**config.mk**
```make
export PLATFORM = sky130hd
export DESIGN_NAME = calendar_date_day_count_top
export DESIGN_NICKNAME = d
export VERILOG_FILES = /design/src/hdl/cddc_pkg.sv /design/src/hdl/calendar_date_day_count_top.sv /design/src/hdl/cddc_ctrl.sv /design/src/hdl/cddc_date.sv
export SDC_FILE = /design/constraint.sdc
export NUM_CORES = 2
export LEC_CHECK = 0
export ABC_CLOCK_PERIOD_IN_PS = 10500
export BUFFER_PORTS_ARGS = -buffer_cell sky130_fd_sc_hd__buf_2
export CORE_AREA = 10 10 261 263
export DETAILED_ROUTE_END_ITERATION = 6
export DIE_AREA = 0 0 271 273
export GPL_TIMING_DRIVEN = 0
export HOLD_SLACK_MARGIN = 0.15
export PLACE_DENSITY = 0.68
export SLEW_MARGIN = 20
export SYNTH_ARGS = -nofsm -noshare
export SYNTH_HDL_FRONTEND = slang
export SYNTH_SLANG_ARGS = --single-unit
```
**constraint.sdc**
```tcl
create_clock -name clk -period 10.5 [get_ports clk]
set_clock_uncertainty 0.15 [all_clocks]
set_input_delay 1.05 -clock clk [delete_from_list [all_inputs] [get_ports clk]]
set_output_delay 1.05 -clock clk [all_outputs]
set_load 0.05 [all_outputs]
```
**src/hdl/cddc_pkg.sv**
```systemverilog
// ----------------------------------------------------------------------------
// cddc_pkg
// Shared types, constants and calendar tables for the date day count block.
// ----------------------------------------------------------------------------
package cddc_pkg;

  // largest year accepted as valid
  localparam int MAX_YEAR = 9999;

  // register stages from input to output
  localparam int NSTAGE = 4;

  // day number of 1970-01-01 (days before 1970 plus one)
  localparam int EPOCH_DAY_NUM = 719529;

  // reciprocal of 100 for a 14-bit dividend: (y * 5243) >> 19
  localparam int RECIP100     = 5243;
  localparam int RECIP100_SH  = 19;

  // reciprocal of 7 for a 9-bit dividend: (x * 293) >> 11
  localparam int RECIP7       = 293;
  localparam int RECIP7_SH    = 11;

  localparam logic [3:0] MONTH_FEB = 4'd2;
  localparam logic [3:0] MONTH_DEC = 4'd12;

  typedef struct packed {
    logic [13:0] year_a;
    logic [3:0]  month_a;
    logic [4:0]  day_a;
    logic [13:0] year_b;
    logic [3:0]  month_b;
    logic [4:0]  day_b;
  } in_t;

  typedef struct packed {
    logic        a_valid;
    logic        b_valid;
    logic        a_leap;
    logic [8:0]  a_day_of_year;
    logic [5:0]  a_week;
    logic [21:0] a_epoch_days;
    logic        a_before_epoch;
    logic [21:0] span_days;
    logic        order_error;
  } out_t;

  // per-stage load enables from the pipeline control
  typedef struct packed {
    logic [NSTAGE-1:0] load;
  } stage_ctl_t;

  // per-date result leaving the date datapath
  typedef struct packed {
    logic        valid;
    logic        leap;
    logic [8:0]  doy;
    logic [22:0] day_num;
    logic        pre_epoch;
  } date_res_t;

  // days in a month of a common year, 0 for codes that are not months
  function automatic logic [4:0] month_len(input logic [3:0] m);
    logic [4:0] len;
    case (m)
      4'd1, 4'd3, 4'd5, 4'd7, 4'd8, 4'd10, 4'd12: len = 5'd31;
      4'd4, 4'd6, 4'd9, 4'd11:                    len = 5'd30;
      4'd2:                                       len = 5'd28;
      default:                                    len = 5'd0;
    endcase
    return len;
  endfunction

  // days in the months before month m of a common year
  function automatic logic [8:0] days_before_month(input logic [3:0] m);
    logic [8:0] cum;
    case (m)
      4'd1:    cum = 9'd0;
      4'd2:    cum = 9'd31;
      4'd3:    cum = 9'd59;
      4'd4:    cum = 9'd90;
      4'd5:    cum = 9'd120;
      4'd6:    cum = 9'd151;
      4'd7:    cum = 9'd181;
      4'd8:    cum = 9'd212;
      4'd9:    cum = 9'd243;
      4'd10:   cum = 9'd273;
      4'd11:   cum = 9'd304;
      4'd12:   cum = 9'd334;
      default: cum = 9'd0;
    endcase
    return cum;
  endfunction

endpackage

```
**src/hdl/calendar_date_day_count_top.sv**
```systemverilog
// ----------------------------------------------------------------------------
// calendar_date_day_count_top
// Gregorian date pair checker: validity, leap flag, ordinal day, week,
// days since 1970-01-01 and the day span from the first date to the second.
// ----------------------------------------------------------------------------
// The block takes one date pair per cycle while in_ready is high. The result
// passes three datapath stages per date (century split, validity and ordinal
// day, day number) and one output stage that forms the week, the epoch offset
// and the span. Throughput is one word per cycle; a stall on the output fills
// the pipeline and then holds in_ready low until the result word is taken. An
// invalid first date gives zeros in its own fields, and order_error is set with
// span_days zero when a date is invalid or the second date is earlier than the
// first.
module calendar_date_day_count_top
  import cddc_pkg::*;
(
  input  logic clk,
  input  logic rst,
  input  logic in_valid,
  output logic in_ready,
  input  in_t  in_data,
  output logic out_valid,
  input  logic out_ready,
  output out_t out_data
);

  stage_ctl_t ctl;
  date_res_t  ra;
  date_res_t  rb;

  cddc_ctrl u_ctrl (
    .clk       (clk),
    .rst       (rst),
    .in_valid  (in_valid),
    .in_ready  (in_ready),
    .out_valid (out_valid),
    .out_ready (out_ready),
    .ctl       (ctl)
  );

  cddc_date u_date_a (
    .clk   (clk),
    .ctl   (ctl),
    .year  (in_data.year_a),
    .month (in_data.month_a),
    .day   (in_data.day_a),
    .res   (ra)
  );

  cddc_date u_date_b (
    .clk   (clk),
    .ctl   (ctl),
    .year  (in_data.year_b),
    .month (in_data.month_b),
    .day   (in_data.day_b),
    .res   (rb)
  );

  // output stage: week by reciprocal of 7, epoch offset, span and order
  logic [18:0] week_prod;
  logic [22:0] epoch;
  logic [22:0] span;
  logic        order_ok;
  out_t        res_next;

  always_comb begin
    week_prod = 19'(10'(ra.doy) + 10'd5) * 19'(RECIP7);
    epoch     = ra.day_num - 23'(EPOCH_DAY_NUM);
    span      = rb.day_num - ra.day_num;
    order_ok  = ra.valid && rb.valid && (rb.day_num >= ra.day_num);

    res_next                = '0;
    res_next.a_valid        = ra.valid;
    res_next.b_valid        = rb.valid;
    res_next.order_error    = !order_ok;
    if (ra.valid) begin
      res_next.a_leap         = ra.leap;
      res_next.a_day_of_year  = ra.doy;
      res_next.a_week         = 6'd1 + 6'(week_prod[RECIP7_SH +: 8]);
      res_next.a_before_epoch = ra.pre_epoch;
      res_next.a_epoch_days   = ra.pre_epoch ? 22'd0 : epoch[21:0];
    end
    if (order_ok) begin
      res_next.span_days = span[21:0];
    end
  end

  always_ff @(posedge clk) begin
    if (ctl.load[NSTAGE-1]) begin
      out_data <= res_next;
    end
  end

  // no span without two valid dates in order
  assert property (@(posedge clk) disable iff (rst)
    out_valid && !out_data.order_error |-> out_data.a_valid && out_data.b_valid)
    else $error("span reported for an invalid date pair");

  // an invalid first date clears all of its fields
  assert property (@(posedge clk) disable iff (rst)
    out_valid && !out_data.a_valid |->
      out_data.a_day_of_year == '0 && out_data.a_week == '0
      && out_data.a_epoch_days == '0 && !out_data.a_leap && !out_data.a_before_epoch)
    else $error("invalid first date left nonzero fields");

  // a valid first date has a day of year and week in range
  assert property (@(posedge clk) disable iff (rst)
    out_valid && out_data.a_valid |->
      out_data.a_day_of_year != '0 && out_data.a_day_of_year <= 9'd366
      && out_data.a_week != '0 && out_data.a_week <= 6'd54)
    else $error("day of year or week out of range");

  // dates before 1970 carry no epoch offset
  assert property (@(posedge clk) disable iff (rst)
    out_valid && out_data.a_before_epoch |-> out_data.a_epoch_days == '0)
    else $error("epoch offset on a date before 1970");

  // an order error never carries a span
  assert property (@(posedge clk) disable iff (rst)
    out_valid && out_data.order_error |-> out_data.span_days == '0)
    else $error("span reported with an order error");

endmodule

```
**src/hdl/cddc_ctrl.sv**
```systemverilog
// ----------------------------------------------------------------------------
// cddc_ctrl
// Valid bits and stage load enables for the date pipeline. A stage loads
// when it is empty or when the stage after it moves on.
// ----------------------------------------------------------------------------
module cddc_ctrl
  import cddc_pkg::*;
(
  input  logic       clk,
  input  logic       rst,
  input  logic       in_valid,
  output logic       in_ready,
  output logic       out_valid,
  input  logic       out_ready,
  output stage_ctl_t ctl
);

  logic [NSTAGE-1:0] vld;
  logic [NSTAGE-1:0] rdy;

  // ready ripples back from the output register
  always_comb begin
    rdy[NSTAGE-1] = !vld[NSTAGE-1] || out_ready;
    for (int k = NSTAGE - 2; k >= 0; k--) begin
      rdy[k] = !vld[k] || rdy[k+1];
    end
  end

  assign ctl.load  = rdy;
  assign in_ready  = rdy[0];
  assign out_valid = vld[NSTAGE-1];

  // valid bits travel with the data
  always_ff @(posedge clk) begin
    if (rst) begin
      vld <= '0;
    end else begin
      if (rdy[0]) vld[0] <= in_valid;
      for (int k = 1; k < NSTAGE; k++) begin
        if (rdy[k]) vld[k] <= vld[k-1];
      end
    end
  end

endmodule

```
**src/hdl/cddc_date.sv**
```systemverilog
// ----------------------------------------------------------------------------
// cddc_date
// Three-stage datapath for one date: century split, validity and ordinal
// day, then the absolute day number counted from year 0.
// ----------------------------------------------------------------------------
module cddc_date
  import cddc_pkg::*;
(
  input  logic        clk,
  input  stage_ctl_t  ctl,
  input  logic [13:0] year,
  input  logic [3:0]  month,
  input  logic [4:0]  day,
  output date_res_t   res
);

  // stage 1: year / 100 by reciprocal
  logic [26:0] q100_prod;
  logic [13:0] s1_year;
  logic [3:0]  s1_month;
  logic [4:0]  s1_day;
  logic [7:0]  s1_q100;

  assign q100_prod = 27'(year) * 27'(RECIP100);

  always_ff @(posedge clk) begin
    if (ctl.load[0]) begin
      s1_year  <= year;
      s1_month <= month;
      s1_day   <= day;
      s1_q100  <= q100_prod[RECIP100_SH +: 8];
    end
  end

  // stage 2: leap rule, validity, ordinal day, century ceilings
  logic [13:0] r100;
  logic        leap;
  logic [4:0]  len;
  logic        valid;
  logic [8:0]  doy;
  logic [13:0] s2_year;
  logic        s2_valid;
  logic        s2_leap;
  logic [8:0]  s2_doy;
  logic [7:0]  s2_c100;
  logic [12:0] s2_c4;

  always_comb begin
    r100  = s1_year - 14'(s1_q100) * 14'd100;
    leap  = (s1_year[1:0] == 2'b00) && ((r100 != '0) || (s1_q100[1:0] == 2'b00));
    len   = month_len(s1_month) + 5'((s1_month == MONTH_FEB) && leap);
    valid = (s1_year <= 14'(MAX_YEAR)) && (s1_month != 4'd0)
            && (s1_month <= MONTH_DEC) && (s1_day != 5'd0) && (s1_day <= len);
    doy   = days_before_month(s1_month) + 9'(s1_day)
            + 9'(leap && (s1_month > MONTH_FEB));
  end

  always_ff @(posedge clk) begin
    if (ctl.load[1]) begin
      s2_year  <= s1_year;
      s2_valid <= valid;
      s2_leap  <= leap;
      s2_doy   <= doy;
      s2_c100  <= s1_q100 + 8'(r100 != '0);
      s2_c4    <= 13'((15'(s1_year) + 15'd3) >> 2);
    end
  end

  // stage 3: days before the year plus ordinal day
  logic [6:0]  c400;
  logic [22:0] dby;

  always_comb begin
    c400 = 7'((9'(s2_c100) + 9'd3) >> 2);
    dby  = 23'(s2_year) * 23'd365 + 23'(s2_c4) - 23'(s2_c100) + 23'(c400);
  end

  always_ff @(posedge clk) begin
    if (ctl.load[2]) begin
      res.valid     <= s2_valid;
      res.leap      <= s2_leap;
      res.doy       <= s2_doy;
      res.day_num   <= dby + 23'(s2_doy);
      res.pre_epoch <= s2_year < 14'd1970;
    end
  end

endmodule

```
==> results_tabular.tex <==
\begin{tabular}{lr}
\hline
Metric & Value \\
\hline
\multicolumn{2}{l}{\textbf{Clock tree}} \\
Count of buffers added by post-CTS timing repair for setup & 0 \\
Clock tree from TritonCTS & done \\
CTS Root Cell & clkbuf\_16 \\
CTS Sinks & 304 \\
Post-CTS Hold Buffers & 0 \\
Clock H-tree levels & 2 \\
Clk\_lat worst skew & around 550 ps \\
Clk slew on worst S/H paths & approximately 60 ps \\
Maximum clock insertion buffer count & 3 \\
Number of gates given a new drive strength after cts & 0 \\
Clock buffer count from CTS & 35 \\
\multicolumn{2}{l}{\textbf{Finish}} \\
Register cell area after layout & roughly 8800 um\^{}2 \\
Net count, final & approximately 4k \\
Fillcell total & 5433 \\
Area Overhead vs Synth & 9.13\% \\
Layout cell share with drive strength beyond 1 & between 7 and 8\% \\
Multi-input gate area in the final layout & $\sim$20000 um\^{}2 \\
Fin util & a little over half \\
\multicolumn{2}{l}{\textbf{GRT}} \\
Wire length of the first global-routing pass & between 100000 and 150000 um \\
Via count of the first global-routing pass & between 20k and 25k \\
Remaining global-route overflow & 0 \\
Initial antenna violation count & 6 \\
Maximum number of pins on one net before global-route repair & between 60 and 70 \\
Total Routing Usage GR & 17.1\% \\
\multicolumn{2}{l}{\textbf{Floorplanning}} \\
Horiz. Die Dim & roughly 270 um \\
Number of placement rows & 92 \\
DIE AREA & $\sim$74000 um\^{}2 \\
Starting Density & between 40\% and 50\% \\
Die height & between 200 and 300 um \\
Top-Level Pins & approximately 120 \\
Area of the core & roughly 63000 um\^{}2 \\
\multicolumn{2}{l}{\textbf{Drt}} \\
Post-DRT Antenna Nets & 0 \\
Post-route DRC & 0 \\
Routed Wire Length & approximately 62000 um \\
Final routed wire length divided by cell count & $\sim$16 um \\
Via-per-instance ratio & 5.08 \\
1st-pass router iterations & 5 \\
DRC marker count from the first detailed-route iteration & 904 \\
Count of vias placed by the detailed router & between 15k and 20k \\
\multicolumn{2}{l}{\textbf{Timing}} \\
Setup TNS & 0 ps \\
Final period util & slightly below 70\% \\
Final Hold Slack & between 300 and 400 ps \\
Hold Vio Cnt, Final & 0 \\
Setup ws final & between 3000 and 4000 ps \\
Total count of max-transition violations in the final report & 0 \\
\# setup viols final & 0 \\
Slew at the pin closest to its max-slew limit & about 960 ps \\
Fmax & between 100 and 150 MHz \\
Final critical-path required period & between 7000 and 8000 ps \\
RSZ-0062 raised after global routing & no \\
Slew headroom & between 30\% and 40\% \\
\multicolumn{2}{l}{\textbf{Yosys}} \\
Synth cell types & 76 \\
Flip-flop and latch count after synthesis & 304 \\
Avg Synthesized Cell Area & between 10 and 15 um\^{}2 \\
Flip-flop cell with the highest count after synthesis & edfxtp\_1 \\
Mapped Nets & 3762 \\
Async set-reset flop share out of synthesis & 0\% \\
Cell area after synthesis & roughly 31000 um\^{}2 \\
Count of flip-flops with a built-in enable after synthesis & 276 \\
Sequential share of the synthesized area & between 20\% and 30\% \\
Total of warnings raised by yosys & 0 \\
Number of instances in the synthesized netlist & around 2.8k \\
\multicolumn{2}{l}{\textbf{Placement}} \\
Dpl hpwl & around 53000 um \\
Global placement routability congestion & $\sim$0.89 \\
Port Buf Inserts & approximately 120 \\
Post-placement worst setup slack & roughly 3200 ps \\
\multicolumn{2}{l}{\textbf{Worst setup path}} \\
Worst path arrival time & 7380 ps \\
Critical setup path kind & flop to flop \\
Maximum fanout encountered on the critical timing path & 4 \\
Category of the worst setup path launch point & flop \\
Critical path capture point type & flop \\
Data required, critical path & 10640 ps \\
\multicolumn{2}{l}{\textbf{Run status}} \\
Result of the run & complete, no violations \\
\multicolumn{2}{l}{\textbf{Job}} \\
Number of maximum-capacitance constraint violations & 0 \\
\multicolumn{2}{l}{\textbf{Min path}} \\
Path class of the lowest-slack min-delay path & flop to flop \\
\hline
\end{tabular}
## cell usage after synthesis, types with 30 or more instances
master / instances / area, um^2
a21o_1: 30 / 225
a21oi_1: 76 / 380
edfxtp_1: 276 / 8290
fa_1: 326 / 6530
ha_1: 565 / 7070
inv_1: 651 / 2440
nand2_1: 93 / 349
nand3_1: 33 / 165
nor2_1: 132 / 495
nor2b_1: 30 / 188
nor3_1: 33 / 165
o21ai_0: 68 / 340
xnor2_1: 127 / 1110
xor2_1: 53 / 464
## cell type report
class                   instances  area share, %
flip-flops and latches        304           26.1
plain buffers                  15          0.199
diodes                          3         0.0222
clock buffers                  41           2.71
inverters                     651           7.23
well taps                     846           3.12
repair buffers                118           1.90
multi-input cells            1851           58.2
clock inverters                22          0.550
## path summary, 6_finish.rpt
path                                           to  slack (ps)  cells past startpoint                start
worst min-delay path                u_ctrl.vld[2]         320                      2        u_ctrl.vld[1]
worst min register to register      u_ctrl.vld[2]         320                      2        u_ctrl.vld[1]
worst max register to register  u_date_a.s2_valid        3260                     27  u_date_a.s1_q100[2]
worst max-delay path            u_date_a.s2_valid        3260                     27  u_date_a.s1_q100[2]
## stage by stage
step	instances	instance area [um^2]
floorplan	2821	31000
global placement	3782	32700
detailed placement	3785	32800
CTS	3848	33900
global route	3851	33900
finish	3851	33900
## cells in the final DEF, fill, tap and decap left out, types with 36 or more instances in the layout
cell         n
nor2_1     132
ha_1       565
o21ai_0     68
clkbuf_16   36
nand2_1     91
edfxtp_1   276
fa_1       326
xnor2_1    127
a21oi_1     76
buf_2      118
xor2_1      53
inv_1      649
## state kept, by name, indices dropped and copies added (netlist names), 5 cells and up, named ones only
| register | count |
|---|---|
| u_date_a.s1_q100 | 8 |
| u_date_a.s1_year | 14 |
| u_date_b.s1_q100 | 8 |
| u_date_b.s1_year | 14 |
| u_date_a.res | 35 |
| u_date_a.s2_year | 14 |
| u_date_b.s2_c100 | 8 |
| u_date_b.res | 24 |
| u_date_a.s2_c4 | 13 |
| u_date_a.s2_c100 | 8 |
| u_date_b.s1_day | 5 |
| u_date_a.s1_day | 5 |
| u_date_b.s2_c4 | 13 |
| u_date_b.s2_doy | 9 |
| u_date_a.s2_doy | 9 |
| u_date_b.s2_year | 14 |
| out_data | 64 |
## per-layer routing
metal	global-route usage, %	part of all wire, %	wire [um]	vias to the layer above
met5	0	0.053	33	-
met4	4.59	2.1	1320	6
met3	2.34	4.1	2540	80
met2	29.0	47	29200	325
met1	22.7	46	28600	9522
li1	-	-	-	9622
## cells by family (layout without fill, tap and decap cells)
logic type | Yosys count | in the layout | share of synthesized area (%)
fa+ha+maj | 893 | 893 | 43.9
buf+inv | 666 | 847 | 8.09
simple gates | 441 | 441 | 6.92
compound gates | 320 | 320 | 6.95
flops | 304 | 304 | 28.5
xor+xnor | 181 | 181 | 5.15
mux | 16 | 16 | 0.536
other cells | 0 | 3 | 0
## critical path, cell delays in order, from the launching register on
cell and delay (ps):
edfxtp_1 470, ha_1 330, ha_1 310, fa_1 480
ha_1 340, nor2b_1 140, o21ai_0 150, nand2b_1 110
a21o_1 180, a21oi_1 160, xor2_1 200, ha_1 180
xor3_1 390, nor4b_1 270, a31oi_1 110, o41ai_1 860
nor4b_1 140, ha_1 250, ha_1 280, inv_1 40
ha_1 280, nor2b_1 140, o21a_1 160, o21ai_0 160
nand2b_1 90, a21oi_1 140, a31oi_1 60, a2111oi_0 420
Power is not shown: default switching activity piles up to over one toggle a cycle in this logic, so the estimate is an artifact.
